===== src/rtl/npr_pkg.sv =====
// Shared types and constants for the nearest palette remap engine.
`default_nettype none

package npr_pkg;

   // Field widths.
   localparam int IdxW   = 8;
   localparam int ChanW  = 8;
   localparam int SqW    = 2 * ChanW;
   localparam int DistW  = 18;
   localparam int EntryW = 3 * ChanW;

   // Both tables always span the full index range.
   localparam int TableDepth = 256;

   // Default number of destination entries covered by a search.
   localparam int PaletteSizeDef = 256;

   // Start value of the running minimum; above any real distance.
   localparam logic [DistW-1:0] DistInit = {DistW{1'b1}};

   // Stream payload widths, padded to whole bytes.
   localparam int ReqDataW = 32;
   localparam int RspDataW = 32;

   typedef enum logic [1:0] {
      OP_LOAD  = 2'd0,
      OP_BUILD = 2'd1,
      OP_REMAP = 2'd2
   } op_type;

   typedef enum logic [2:0] {
      ST_IDLE,
      ST_SCAN,
      ST_DRAIN,
      ST_LOOKUP,
      ST_DONE
   } state_type;

   // Control toward the distance unit.
   typedef struct packed {
      logic            clear;
      logic            vld;
      logic [IdxW-1:0] idx;
   } dist_req_type;

endpackage

`default_nettype wire


===== src/rtl/npr_remap_ram.sv =====
// Remap table memory: one write port, one registered read port.
`default_nettype none

module npr_remap_ram (
   input  wire                       clock,
   input  wire                       we,
   input  wire [npr_pkg::IdxW-1:0]   wr_addr,
   input  wire [npr_pkg::IdxW-1:0]   wr_data,
   input  wire [npr_pkg::IdxW-1:0]   rd_addr,
   output logic [npr_pkg::IdxW-1:0]  rd_data
);
   import npr_pkg::*;

   logic [IdxW-1:0] mem_ff [TableDepth];

   // Write port.
   always_ff @(posedge clock) begin
      if (we) begin
         mem_ff[wr_addr] <= wr_data;
      end
   end

   // Registered read port.
   always_ff @(posedge clock) begin
      rd_data <= mem_ff[rd_addr];
   end

endmodule

`default_nettype wire


===== config.mk =====
export PLATFORM = sky130hd
export DESIGN_NAME = npr_remap_ram
export DESIGN_NICKNAME = d
export VERILOG_FILES = /design/src/rtl/npr_pkg.sv /design/src/rtl/npr_remap_ram.sv
export SDC_FILE = /design/constraint.sdc
export NUM_CORES = 2
export LEC_CHECK = 0
export BUFFER_PORTS_ARGS = -buffer_cell sky130_fd_sc_hd__buf_2
export CAP_MARGIN = 20
export CELL_PAD_IN_SITES_DETAIL_PLACEMENT = 1
export CELL_PAD_IN_SITES_GLOBAL_PLACEMENT = 1
export CORE_AREA = 2 2 384 386
export CTS_CLUSTER_SIZE = 14
export DETAILED_ROUTE_END_ITERATION = 8
export DIE_AREA = 0 0 386 388
export PLACE_DENSITY = 0.74
export SYNTH_ARGS = -nofsm -noshare
export SYNTH_HDL_FRONTEND = slang
export SYNTH_SLANG_ARGS = --single-unit

===== constraint.sdc =====
create_clock -name clock -period 3.4 [get_ports clock]
set_input_delay 0.17 -clock clock [delete_from_list [all_inputs] [get_ports clock]]
set_output_delay 0.17 -clock clock [all_outputs]
set_load 0.01 [all_outputs]

==> results.cfg <==
[cts]
numCtsBuffers = 201
cts_resized = 0
cts.htree.levels = 4
clockBufferDepth = 3
cts_root_buffer = clkbuf_16
clkTransAtPathRegs_ns = 0.06
postCtsSetupBuffers = 0
cts_tree = done
cts_sinks = 2056
clkLatencyLatePin_ns = 0.85
postCtsHoldBufs = 7

[floorplanning]
pin_count = 34
fp.dieW_um = 386
die_area_sq_um = 150000
fp-row-count = 140
start_util_pct = 54.8
die_h_um = 388
core-area_sq_um = 145000

[grt]
busiest_layer = met2
grt.total_usage_pct = 29.5
grt_pass1_wl_um = 313000
antenna_found_initial = 13
overflow = 0
grt_pass1_vias = 42842
use_met2_pct = 46.5
met1_usage_pct = 41.9
grt_max_degree = 140
met3_usage_pct = 5.39

[cells_and_area]
n_fill_cell = 11790
area_delta_synth_final_pct = 13.4
stdcell_area_sq_um = 90200
layout-drive-gt1-share_pct = 26.1
post-route-util_pct = 62.1
instances_no_fill = 6144
nets = 4085

[sta]
rsz0062_at_grt = false
fin_setup_tns_ns = 0
final_hold_viol_count = 0
slew_headroom_pct = 19.5
setup_viol = 0
finalHoldWorstSlack_ns = 0.0591
max_clock_freq_mhz = 343
tightestPinTransition_ns = 1.20
fin_skew_ns = 0.0407
finalCritPeriodShare_pct = 85.6
slew_viol_final = 0
fin_crit_ns = 2.91

[critical_path]
r2r_slack_ns = 0.49
rr_startpoint = mem_ff[155][4]$_DFFE_PP_
crit_path_start_kind = register
reg2regPathDepth = 5
cp_data_required_time_ns = 4.08
cp.arrival_ns = 3.59
path_class = register to register
cp-end-kind = register
reg2reg_to = rd_data[4]$_DFF_P_
crit_fanout = 1

[place]
dp_hpwl_um = 137000
place.gp.congestion = 0.843
portBuffers = 33
place_inst = 5765
dpl_cell_area_sq_um = 83700

[synth]
async_reset_ff_share_pct = 0
synth_edf_count = 2048
syn_nets = 3759
yosysMostFrequentCell = edfxtp_1
ys_top_cells_by_area = edfxtp_1 77%, mux4_2 13%, mux2i_1 1.7%, nor2_1 1.3%, a22oi_1 1.3%
ys_warn_count = 0
ys_ff_latch = 2056
synth_cell_types = 55
yosysTopAreaCell = edfxtp_1
synthFlopType = edfxtp_1
yosys.area.top_type_share_pct = 77.3
avgSynthCellArea_sq_um = 21.3
yosysSeqAreaShare_pct = 77.5
netlist_instances = 3733
syn_area_sq_um = 79600
synth_common_cells = 2048 x edfxtp_1, 454 x mux4_2, 282 x nor2_1

[detailed_routing]
routedWlPerCell_um = 35.4
drt-total-wl_um = 217000
via_count = 40871
drt_iter0_drc = 5580
drc = 0
via_per_inst = 6.65
ant_nets = 0
dr.pass1.iters = 6

[run_status]
status = finished clean

[hold_path]
min_path_type = primary input to register
hp-start = wr_addr[2]
hold_end = mem_ff[206][4]$_DFFE_PP_
hold_depth = 3

[power_and_ir_drop]
p_leak_nw = 28.4
peakVddDrop_mv = 0.483
p_per_area_nw_per_um2 = 585

[run]
drv_cap = 0
==> power by group <==
part / switching, mW / internal, mW / total (mW)
Combinational: 1.77 / 0.959 / 2.73
Sequential: 0.0614 / 27.9 / 28.0
Clock: 9.58 / 12.5 / 22.1
Total: 11.4 / 41.4 / 52.8
==> final cells by class <==
cell class                 instances  area, sq um  area share, %
clock buffer                     255         5360           5.94
inverter                           2         7.51        0.00832
tap                             1917         2400           2.66
multi-input combinational       1442        16500           18.3
timing repair buffer             356         3200           3.55
antenna                            1         2.50        0.00277
clock inverter                   115         1120           1.24
sequential                      2056        61700           68.3
==> flip-flops by register name, summed over array words and instances (netlist names) <==
name,cells
mem_ff,2048
rd_data,8
==> cells in the final DEF, fill, tap and decap left out, types with 10 or more instances in the layout <==
cell type,count
a211oi_1,16
o22ai_1,28
mux4_2,454
nand4_1,10
a21oi_1,96
nor2_1,279
nor2b_1,28
buf_12,40
mux2i_1,134
nor3_1,22
o221ai_1,46
clkinv_1,45
nor4_1,24
nand2_1,33
buf_4,274
clkbuf_16,205
clkinv_2,34
buf_2,25
bufinv_16,18
o21ai_0,10
o211ai_1,10
nand3_1,34
clkbuf_1,46
a221oi_1,13
edfxtp_1,2048
a22oi_1,133
==> worst max-delay path by stage <==
stage / start / end / slack [ns] / cells past startpoint
detailed placement: rd_addr[0] / rd_data[4]$_DFF_P_ / -0.08 / 8
CTS: mem_ff[82][3]$_DFFE_PP_ / rd_data[3]$_DFF_P_ / 0.54 / 6
finish: mem_ff[155][4]$_DFFE_PP_ / rd_data[4]$_DFF_P_ / 0.49 / 5
global placement: rd_addr[0] / rd_data[6]$_DFF_P_ / -0.26 / 8
global route: mem_ff[131][4]$_DFFE_PP_ / rd_data[4]$_DFF_P_ / 0.49 / 6
floorplan: rd_addr[0] / rd_data[2]$_DFF_P_ / 1.29 / 9
==> metrics by stage <==
step | worst slack [ns] | total power, mW
finish | 0.488 | 52.8
global route | 0.494 | 53.9
CTS | 0.542 | 53.0
detailed placement | -0.0808 | 31.2
global placement | -0.260 | 31.1
floorplan | 1.29 | 29.9
==> logic make-up after synthesis <==
kind of cell           share of synthesized area, %
buffers and inverters                          1.83
DFF                                            77.5
AOI/OAI and AO/OA                              3.42
and+or+nand+nor                                2.63
muxes                                          14.6
==> metal layers <==
metal	wire, um	vias up	share of wire, %
li1	-	16325	-
met5	103	-	0.047
met2	105000	2166	48
met1	85700	21982	39
met3	18500	382	8.5
met4	7610	16	3.5
==> worst max-delay path, stage by stage, from the launching register on <==
cell	delay (ns)
edfxtp_1	0.36
mux4_2	0.49
a22oi_1	0.55
a21oi_1	0.22
nor3_1	1.01
nor4_1	0.11
(Power assumes the default switching activity.)
