===== src/rtl/npr_pkg.sv =====
// Shared types and constants for the nearest palette remap engine.
`default_nettype none

package npr_pkg;

   // Field widths.
   localparam int IdxW   = 8;
   localparam int ChanW  = 8;
   localparam int SqW    = 2 * ChanW;
   localparam int DistW  = 18;
   localparam int EntryW = 3 * ChanW;

   // Both tables always span the full index range.
   localparam int TableDepth = 256;

   // Default number of destination entries covered by a search.
   localparam int PaletteSizeDef = 256;

   // Start value of the running minimum; above any real distance.
   localparam logic [DistW-1:0] DistInit = {DistW{1'b1}};

   // Stream payload widths, padded to whole bytes.
   localparam int ReqDataW = 32;
   localparam int RspDataW = 32;

   typedef enum logic [1:0] {
      OP_LOAD  = 2'd0,
      OP_BUILD = 2'd1,
      OP_REMAP = 2'd2
   } op_type;

   typedef enum logic [2:0] {
      ST_IDLE,
      ST_SCAN,
      ST_DRAIN,
      ST_LOOKUP,
      ST_DONE
   } state_type;

   // Control toward the distance unit.
   typedef struct packed {
      logic            clear;
      logic            vld;
      logic [IdxW-1:0] idx;
   } dist_req_type;

endpackage

`default_nettype wire


===== src/rtl/npr_dist_unit.sv =====
// Squared RGB distance pipeline with a running minimum.
`default_nettype none

module npr_dist_unit (
   input  wire                          clock,
   input  wire                          reset,
   input  npr_pkg::dist_req_type        dreq,
   input  wire [npr_pkg::EntryW-1:0]    entry,
   input  wire [npr_pkg::ChanW-1:0]     red,
   input  wire [npr_pkg::ChanW-1:0]     green,
   input  wire [npr_pkg::ChanW-1:0]     blue,
   output logic [npr_pkg::IdxW-1:0]     best_idx,
   output logic [npr_pkg::DistW-1:0]    best_dist,
   output logic                         busy
);
   import npr_pkg::*;

   logic [ChanW-1:0] e_red, e_green, e_blue;
   logic [ChanW-1:0] d_red, d_green, d_blue;
   logic [SqW-1:0]   sq_red_in, sq_green_in, sq_blue_in;
   logic [SqW-1:0]   sq_red_ff, sq_green_ff, sq_blue_ff;
   logic             sq_vld_ff;
   logic [IdxW-1:0]  sq_idx_ff;
   logic [DistW-1:0] sum;
   logic [IdxW-1:0]  best_idx_ff;
   logic [DistW-1:0] best_dist_ff;

   // Absolute channel differences and their squares.
   always_comb begin
      e_red   = entry[EntryW-1 -: ChanW];
      e_green = entry[2*ChanW-1 -: ChanW];
      e_blue  = entry[ChanW-1:0];
      d_red   = (red   >= e_red)   ? (red   - e_red)   : (e_red   - red);
      d_green = (green >= e_green) ? (green - e_green) : (e_green - green);
      d_blue  = (blue  >= e_blue)  ? (blue  - e_blue)  : (e_blue  - blue);
      sq_red_in   = SqW'(d_red)   * SqW'(d_red);
      sq_green_in = SqW'(d_green) * SqW'(d_green);
      sq_blue_in  = SqW'(d_blue)  * SqW'(d_blue);
   end

   // Square stage.
   always_ff @(posedge clock) begin
      if (reset) begin
         sq_vld_ff <= 1'b0;
      end else begin
         sq_vld_ff <= dreq.vld;
      end
      sq_red_ff   <= sq_red_in;
      sq_green_ff <= sq_green_in;
      sq_blue_ff  <= sq_blue_in;
      sq_idx_ff   <= dreq.idx;
   end

   assign sum = DistW'(sq_red_ff) + DistW'(sq_green_ff) + DistW'(sq_blue_ff);

   // Running minimum; strict compare keeps the lowest index on a tie.
   always_ff @(posedge clock) begin
      if (dreq.clear) begin
         best_dist_ff <= DistInit;
         best_idx_ff  <= '0;
      end else if (sq_vld_ff && (sum < best_dist_ff)) begin
         best_dist_ff <= sum;
         best_idx_ff  <= sq_idx_ff;
      end
   end

   assign best_idx  = best_idx_ff;
   assign best_dist = best_dist_ff;
   assign busy      = sq_vld_ff;

endmodule

`default_nettype wire


===== config.mk =====
export PLATFORM = sky130hd
export DESIGN_NAME = npr_dist_unit
export DESIGN_NICKNAME = d
export VERILOG_FILES = /design/src/rtl/npr_pkg.sv /design/src/rtl/npr_dist_unit.sv
export SDC_FILE = /design/constraint.sdc
export NUM_CORES = 1
export LEC_CHECK = 0
export BUFFER_PORTS_ARGS = -buffer_cell sky130_fd_sc_hd__clkbuf_2
export CAP_MARGIN = 10
export CORE_MARGIN = 8
export CORE_UTILIZATION = 45
export DETAILED_ROUTE_END_ITERATION = 10
export GPL_ROUTABILITY_DRIVEN = 0
export HOLD_SLACK_MARGIN = 0.02
export PLACE_DENSITY = 0.69
export SYNTH_ARGS = -nofsm -noshare
export SYNTH_HDL_FRONTEND = slang
export SYNTH_SLANG_ARGS = --single-unit

===== constraint.sdc =====
create_clock -name clock -period 11.55 [get_ports clock]
set_input_delay 1.155 -clock clock [delete_from_list [all_inputs] [get_ports clock]]
set_output_delay 1.155 -clock clock [all_outputs]
set_load 0.01 [all_outputs]

==> results of run 1 <==
## logic make-up (layout without fill, tap and decap cells)
family | count (synthesis) | after routing
buffers and inverters | 235 | 322
and+or+nand+nor | 236 | 236
DFF | 80 | 80
adders and majority gates | 263 | 263
other | 2 | 3
AOI/OAI and AO/OA | 190 | 190
muxes | 39 | 39
xor gates and xnor gates | 80 | 80
## final timing paths
kind / start / endpoint / slack, ns / cells after the start
hold / removal: sq_idx_ff[4] / best_idx[4] / 0.46 / 2
setup reg to reg: sq_green_ff[8] / best_dist[7] / 6.63 / 19
setup / recovery: green[0] / sq_green_ff[13] / 4.01 / 26
hold reg to reg: sq_idx_ff[4] / best_idx[4] / 0.46 / 2
## cells in the final DEF, fill, tap and decap left out, types with 3 or more instances in the layout
cell,instances
nor2_1,114
o21ai_0,28
a31oi_1,6
o21bai_1,10
or2_2,13
ha_1,166
dfxtp_1,80
a2111oi_0,4
a211o_1,3
a21o_1,28
nand2_1,30
and3_1,4
clkinvlp_4,3
fa_1,97
o211ai_1,5
conb_1,3
o21a_1,14
xor2_1,22
clkbuf_2,86
o41ai_1,3
nand2b_1,9
clkbuf_16,9
nor2b_1,13
a21boi_0,4
inv_1,219
or2_1,5
inv_6,3
and2_1,5
a21oi_1,67
mux2i_1,38
xnor2_2,6
nand4_1,9
xnor2_1,50
nor3_1,19
## through the flow
stage	hold slack [ns]	cell area, sq um
4_1_cts	0.464	11000
6_report	0.459	11000
3_3_place_gp	0.442	10800
2_1_floorplan	0.437	10000
3_5_place_dp	0.453	10800
5_1_grt	0.487	11000
## layer usage
layer | global-route usage, % | up-vias
li1 | - | 3820
met3 | 2.21 | 13
met4 | 2.03 | 0
met1 | 18.8 | 3419
met2 | 24.5 | 93
met5 | 0 | -
## area by class of cell
class | count | area share (%)
Multi-Input combinational cell | 811 | 68.4
Sequential cell | 80 | 14.5
Inverter | 219 | 7.45
Timing Repair Buffer | 87 | 3.97
Tap cell | 280 | 3.18
Clock buffer | 9 | 2.04
Clock inverter | 7 | 0.488
## cell usage after synthesis, types with 10 or more instances
cell | number | area share [%]
a21o_1 | 28 | 2.1
a21oi_1 | 67 | 3.3
clkbuf_1 | 11 | 0.41
dfxtp_1 | 80 | 16
fa_1 | 97 | 19
ha_1 | 166 | 21
inv_1 | 219 | 8.2
mux2i_1 | 38 | 3.8
nand2_1 | 30 | 1.1
nor2_1 | 114 | 4.3
nor2b_1 | 13 | 0.81
nor3_1 | 19 | 0.95
o21a_1 | 14 | 1.0
o21ai_0 | 28 | 1.4
o21bai_1 | 10 | 0.75
or2_2 | 13 | 0.81
xnor2_1 | 50 | 4.4
xor2_1 | 22 | 1.9
## state kept, by name, summed over array words and instances, names as in the netlist
name and flops:
best_dist 18, best_idx 8, busy 1, sq_blue_ff 15
sq_green_ff 15, sq_idx_ff 8, sq_red_ff 15
## critical path: cells and delay by family
kind                       cells  cell delay, ns
AOI/OAI and AO/OA              7            1.71
muxes                          1            0.28
and+or+nand+nor                3            0.83
buffers and inverters          5            0.30
adders and majority gates      6            2.45
xor gates and xnor gates       4            1.08
==> results_dict.tcl, run 1 <==
set metrics [dict create \
    syn-instance-count 1125 \
    critPathMaxStageDelay_ns 0.61 \
    synth_area_sq_um 10000 \
    initial_core_util_pct 45.8 \
    ys_warn_count 0 \
    period_share_pct 65.3 \
    path_max_fanout 9 \
    setup_violations 0 \
    hpwl_microns 15900 \
    postCtsSetupRepairBufs 0 \
    grt_pass1_wl_microns 32800 \
    pin_count 87 \
    synth_flop_cell "dfxtp_1" \
    die-area_sq_um 27300 \
    fin_skew_ns 0.00821 \
    cap_violations 0 \
    min_period_ns 7.54 \
    clk_pin_slew_ns 0.06 \
    track_usage_pct 14.2 \
    muxShareOfSynthArea_pct 3.94 \
    cts.repair.resized 0 \
    ys_ff_latch 80 \
    arrival_ns 7.80 \
    ctsRootBufferMaster "clkbuf_16" \
    clock_latency_ns 0.34 \
    yosysUniqueCellTypes 57 \
    synth_top_family_by_area "adder cells" \
    pre_cts_slack_ns 3.69 \
    drt-vias-per-instance 4.92 \
    htree_levels 3 \
    final_core_util_pct 50.4 \
    hold_class "reg2reg" \
    drt_pre_antenna_iters 5 \
    slowest_stage "xor2_1" \
    grt_pass1_vias 7434 \
    cts_num_sinks 80 \
    ys_async_sr_fraction_pct 0 \
    synthSimpleGateAreaFrac_pct 11.0 \
    fillers 2062 \
    hold_viol_final 0 \
    tightest_slew_ns 1.03 \
    synth-edff-count 0 \
    dr_wl_met2_microns 8650 \
    synth_adder_area_share_pct 40.0 \
    setup_ws_ns 4.01 \
    cts_buffer_depth 2 \
    rows 54 \
    final_layout_size_suffix_gt1_share_pct 11.3 \
    cts_tree "done" \
    drv_slew 0 \
    start_kind "primary input" \
    multiInputGateArea_sq_um 7540 \
    routedWlPerCell_microns 12.3 \
    wl_met1_microns 8940 \
    antenna_cells 0 \
    ant_nets 0 \
    cts_hold_buf 0 \
    finalSetupTns_ns 0 \
    port_buffers 86 \
    core_sq_um 21900 \
    wl_met3_microns 697 \
    cts-buffers-inserted 9 \
    die-width_microns 165 \
    avgSynthCellArea_sq_um 8.92 \
    grt_max_degree 19 \
    syn_to_final_growth_pct 9.93 \
    highest_layer "met4" \
    ys_seq_area_share_pct 16.0 \
    worstSetupPathType "in2reg" \
    nets 1531 \
    die_y_microns 165 \
    slew_headroom_pct 30.9 \
    first_iter_violations 333 \
    wl_microns 18400 \
    overflow 0 \
    final-seq-area_sq_um 1600 \
    synth_xor_area_share_pct 7.69 \
    drc 0 \
    status "finished, final reports clean" \
    dr_total_vias 7345 \
    required_ns 11.81 \
    synth_compound_area_share_pct 12.3 \
    final_cell_count_no_fill 1493 \
    fmax_mhz 133 \
    antenna_found_initial 0 \
    grt_setup_unrepaired "no" \
    crit_path_end_kind "flip-flop" \
    dp_cells 1477 \
]
Power of run 1 is not shown: default switching activity piles up to over one toggle a cycle in this logic, so the estimate is an artifact.
==> run 2, diff against run 1 <==
==> constraint.sdc (replaced) <==
create_clock -name clock -period 7.9 [get_ports clock]
set_input_delay 0.79 -clock clock [delete_from_list [all_inputs] [get_ports clock]]
set_output_delay 0.79 -clock clock [all_outputs]
set_load 0.01 [all_outputs]
==> run 2 against run 1 <==
Against the previous run: first-iteration DRC count fell by 17%; final area increased by 0.99%; sequential cell count is the same; worst setup slack got worse by 3.1 ns; sequential share of layout area fell by 0.14 points; critical endpoint is now sq_blue_ff[13]; via count grew 0.74%.
==> results_dict.tcl, run 2 (synthesis results as in run 1) <==
set metrics [dict create \
    cts_num_sinks 80 \
    status "finished, final reports clean" \
    min_period_ns 7.03 \
    slowest_stage "xor2_1" \
    slew_headroom_pct 43.1 \
    largest_register_ffs 18 \
    cts-buffers-inserted 9 \
    pre_cts_slack_ns 0.494 \
    grt_max_degree 25 \
    grt.busiest_layer "met2" \
    r2r_end "best_dist[16]" \
    port_buffers 86 \
    core_sq_um 21900 \
    period_share_pct 89.0 \
    grt_pass1_vias 7514 \
    drt-vias-per-instance 4.93 \
    finalSetupTns_ns 0 \
    met3_usage_pct 1.83 \
    setup_violations 0 \
    cts_tree "done" \
    arrival_ns 7.30 \
    die_y_microns 165 \
    hpwl_microns 16000 \
    start_kind "primary input" \
    mostFrequentLayoutCells "219 x inv_1, 166 x ha_1, 114 x nor2_1" \
    holdPathEnd "best_idx[2]" \
    dr_total_vias 7399 \
    die-area_sq_um 27300 \
    grt_util_met2_pct 24.3 \
    ctsRootBufferMaster "clkbuf_16" \
    overflow 0 \
    pin_count 87 \
    critPathMaxStageDelay_ns 0.61 \
    routedWlPerCell_microns 12.3 \
    fmax_mhz 142 \
    postCtsSetupRepairBufs 0 \
    initial_core_util_pct 45.8 \
    drt_pre_antenna_iters 4 \
    tightest_slew_ns 0.830 \
    placed_cell_area_sq_um 10800 \
    drv_slew 0 \
    crit_path_end_kind "flip-flop" \
    reg2reg_slack_ns 3.10 \
    fillers 2061 \
    path_max_fanout 9 \
    wl_microns 18400 \
    min_from "sq_idx_ff[2]" \
    hold_class "reg2reg" \
    cts_buffer_depth 2 \
    antenna_found_initial 0 \
    track_usage_pct 14.3 \
    cts.repair.resized 0 \
    worstSetupPathType "in2reg" \
    ant_nets 0 \
    fin_skew_ns 0.00728 \
    setup_ws_ns 0.866 \
    clk_pin_slew_ns 0.06 \
    final_layout_size_suffix_gt1_share_pct 11.9 \
    clock_latency_ns 0.34 \
    grt_use_met1_pct 18.9 \
    grt_pass1_wl_microns 33000 \
    drc 0 \
    syn_to_final_growth_pct 11.0 \
    hold_viol_final 0 \
    cts_hold_buf 0 \
    antenna_cells 0 \
    htree_levels 3 \
    first_iter_violations 278 \
    holdPathStages 2 \
    cap_violations 0 \
    mostFrequentLayoutCell "inv_1" \
    die-width_microns 165 \
    nets 1540 \
    grt_setup_unrepaired "no" \
    final_core_util_pct 50.9 \
    required_ns 8.16 \
    startpoint "blue[0]" \
    rows 54 \
    final_area_sq_um 11100 \
    worstReg2RegStart "sq_red_ff[8]" \
    reg2reg_depth 18 \
]
-- run 2: changes by cell type in the layout (fill, tap and decap cells not counted) --
| cell | change |
|---|---|
| buf_4 | +9 |
| clkinvlp_4 | -2 |
| inv_6 | -3 |
| clkinv_4 | +1 |
| bufinv_16 | +2 |
| clkbuf_8 | +1 |
-- run 2: worst max-delay path by stage --
stage | end | slack (ns) | depth (start not counted)
after global routing | sq_blue_ff[13] | 0.49 | 25
after CTS | sq_blue_ff[13] | 0.84 | 25
after floorplan | sq_green_ff[13] | 1.13 | 24
final | sq_blue_ff[13] | 0.87 | 25
after global placement | sq_blue_ff[13] | 0.63 | 25
after detailed placement | sq_blue_ff[13] | 0.49 | 25
-- run 2: metrics by stage --
stage | hold WS, ns | cells
final | 0.467 | 1501
after global routing | 0.492 | 1501
after detailed placement | 0.456 | 1486
after floorplan | 0.437 | 1126
after CTS | 0.470 | 1501
after global placement | 0.440 | 1486
-- run 2: layout make-up --
class                      count  area (sq um)  share of cell area (%)
clock buffer                  10           239                    2.15
clock inverter                 5          81.3                   0.730
inverter                     219           822                    7.38
multi-input combinational    811          7540                    67.7
sequential                    80          1600                    14.4
tap                          280           350                    3.15
timing repair buffer          96           505                    4.54
-- run 2: worst max-delay path: cells and delay by family --
kind | cells | cell delay, ns
buffers and inverters | 6 | 0.37
multiplexers | 1 | 0.27
AND/OR/NAND/NOR | 2 | 0.67
adder cells (fa/ha/maj) | 7 | 2.94
AO/OA/AOI/OAI | 7 | 1.52
XOR/XNOR | 2 | 0.75
-- run 2: routing by layer --
metal	vias to the layer above	wire length, microns
li1	3829	-
met1	3450	9040
met2	107	8480
met3	13	692
met4	0	189
met5	-	0
Power of run 2 is left out for the same reason.
==> run 3, diff against run 2 <==
--- a/config.mk
+++ b/config.mk
@@ -7,6 +7,7 @@
 export LEC_CHECK = 0
 export BUFFER_PORTS_ARGS = -buffer_cell sky130_fd_sc_hd__clkbuf_2
 export CAP_MARGIN = 10
+export CORE_ASPECT_RATIO = 0.5
 export CORE_MARGIN = 8
 export CORE_UTILIZATION = 45
 export DETAILED_ROUTE_END_ITERATION = 10
==> run 3 against run 2 <==
Against the previous run: maximum frequency shrank 0.75%; non-clock buffer count shrank 3; first-iteration DRC count grew 23%; core utilization is essentially flat; sequential share of layout area grew 0.068 points; global-route usage shrank 0.12 points; final area shrank 0.47%; critical path depth is the same; worst setup slack lost 0.053 ns; worst hold slack lost 0.0023 ns; critical path type unchanged; die area grew 1.1%.
==> results_dict.tcl, run 3 (synthesis results as in run 1) <==
set metrics [dict create \
    largest_register_ffs 18 \
    cts_num_sinks 80 \
    drc 0 \
    die-width_microns 227 \
    clk_pin_slew_ns 0.06 \
    dp_cells 1503 \
    die_y_microns 122 \
    worstSetupPathType "in2reg" \
    fmax_mhz 141 \
    wl_microns 19100 \
    core_sq_um 21800 \
    status "finished, final reports clean" \
    dr_total_vias 7450 \
    track_usage_pct 14.1 \
    ant_nets 0 \
    hold_viol_final 0 \
    tightest_slew_ns 0.941 \
    htree_levels 3 \
    slew_headroom_pct 36.8 \
    mostFrequentLayoutCell "inv_1" \
    drt_pre_antenna_iters 4 \
    hold_class "reg2reg" \
    drt-vias-per-instance 4.91 \
    postCtsSetupRepairBufs 0 \
    routedWlPerCell_microns 12.6 \
    final_core_util_pct 50.9 \
    ctsRootBufferMaster "clkbuf_16" \
    final_area_sq_um 11100 \
    grt_pass1_vias 7605 \
    grt_max_degree 33 \
    min_period_ns 7.09 \
    initial_core_util_pct 46.1 \
    pin_count 87 \
    drv_slew 0 \
    grt_setup_unrepaired "no" \
    mostFrequentLayoutCells "219 x inv_1, 166 x ha_1, 114 x nor2_1" \
    nets 1537 \
    fin_skew_ns 0.00807 \
    syn_to_final_growth_pct 10.5 \
    final_layout_size_suffix_gt1_share_pct 11.5 \
    critPathTopFamily "adder cells" \
    cts-buffers-inserted 9 \
    required_ns 8.16 \
    antenna_cells 0 \
    grt_pass1_wl_microns 33600 \
    cts_hold_buf 0 \
    slowest_stage "xor2_1" \
    antenna_found_initial 0 \
    path_max_fanout 9 \
    start_kind "primary input" \
    overflow 0 \
    crit_path_end_kind "flip-flop" \
    first_iter_violations 342 \
    fillers 2045 \
    placed_cell_area_sq_um 10800 \
    cts.repair.resized 0 \
    crit_buf_inv 6 \
    cap_violations 0 \
    finalSetupTns_ns 0 \
    final_cell_count_no_fill 1518 \
    cts_buffer_depth 2 \
    critPathMaxStageDelay_ns 0.60 \
    clock_latency_ns 0.33 \
    die-area_sq_um 27600 \
    port_buffers 86 \
    rows 38 \
    setup_violations 0 \
    arrival_ns 7.35 \
    cts_tree "done" \
    hpwl_microns 16500 \
    period_share_pct 89.7 \
]
## run 3: changes by cell type in the layout (fill, tap and decap cells not counted)
cell        delta
clkinv_2       -1
bufinv_16      -2
clkinvlp_4     +1
clkinv_4       +1
clkbuf_8       -1
buf_4          -3
clkbuf_1       +2
## run 3: through the flow
| stage | hold slack, ns | worst slack [ns] |
|---|---|---|
| 2_1_floorplan | 0.437 | 1.13 |
| 3_3_place_gp | 0.441 | 0.573 |
| 3_5_place_dp | 0.451 | 0.490 |
| 4_1_cts | 0.467 | 0.802 |
| 5_1_grt | 0.474 | 0.301 |
| 6_report | 0.465 | 0.813 |
## run 3: layout make-up
cell class                 count  area (sq um)  area share [%]
sequential                    80          1600            14.4
clock buffer                  11           233            2.10
clock inverter                 4          32.5           0.293
timing repair buffer          93           483            4.36
multi-input combinational    811          7540            68.0
inverter                     219           822            7.41
tap                          300           375            3.39
## run 3: worst paths after layout
check               startpoint  cells past startpoint             end  slack, ns
setup reg to reg  sq_red_ff[8]                     19   best_dist[16]       3.03
hold / removal    sq_idx_ff[3]                      2     best_idx[3]       0.46
setup / recovery       blue[0]                     25  sq_blue_ff[13]       0.81
hold reg to reg   sq_idx_ff[3]                      2     best_idx[3]       0.46
## run 3: per-layer routing
layer	up-vias	wire (microns)	global-route usage [%]	share of wire [%]
met5	-	0	0	0
met4	0	108	1.72	0.56
met3	15	365	1.42	1.9
met2	62	9420	25.6	49
met1	3557	9230	18.7	48
li1	3816	-	-	-
## run 3: worst min-delay path: stages, from the launching register on
cell and delay, ns:
dfxtp_1 0.30, mux2i_1 0.05, nor2_1 0.07
Power of run 3 is left out for the same reason.
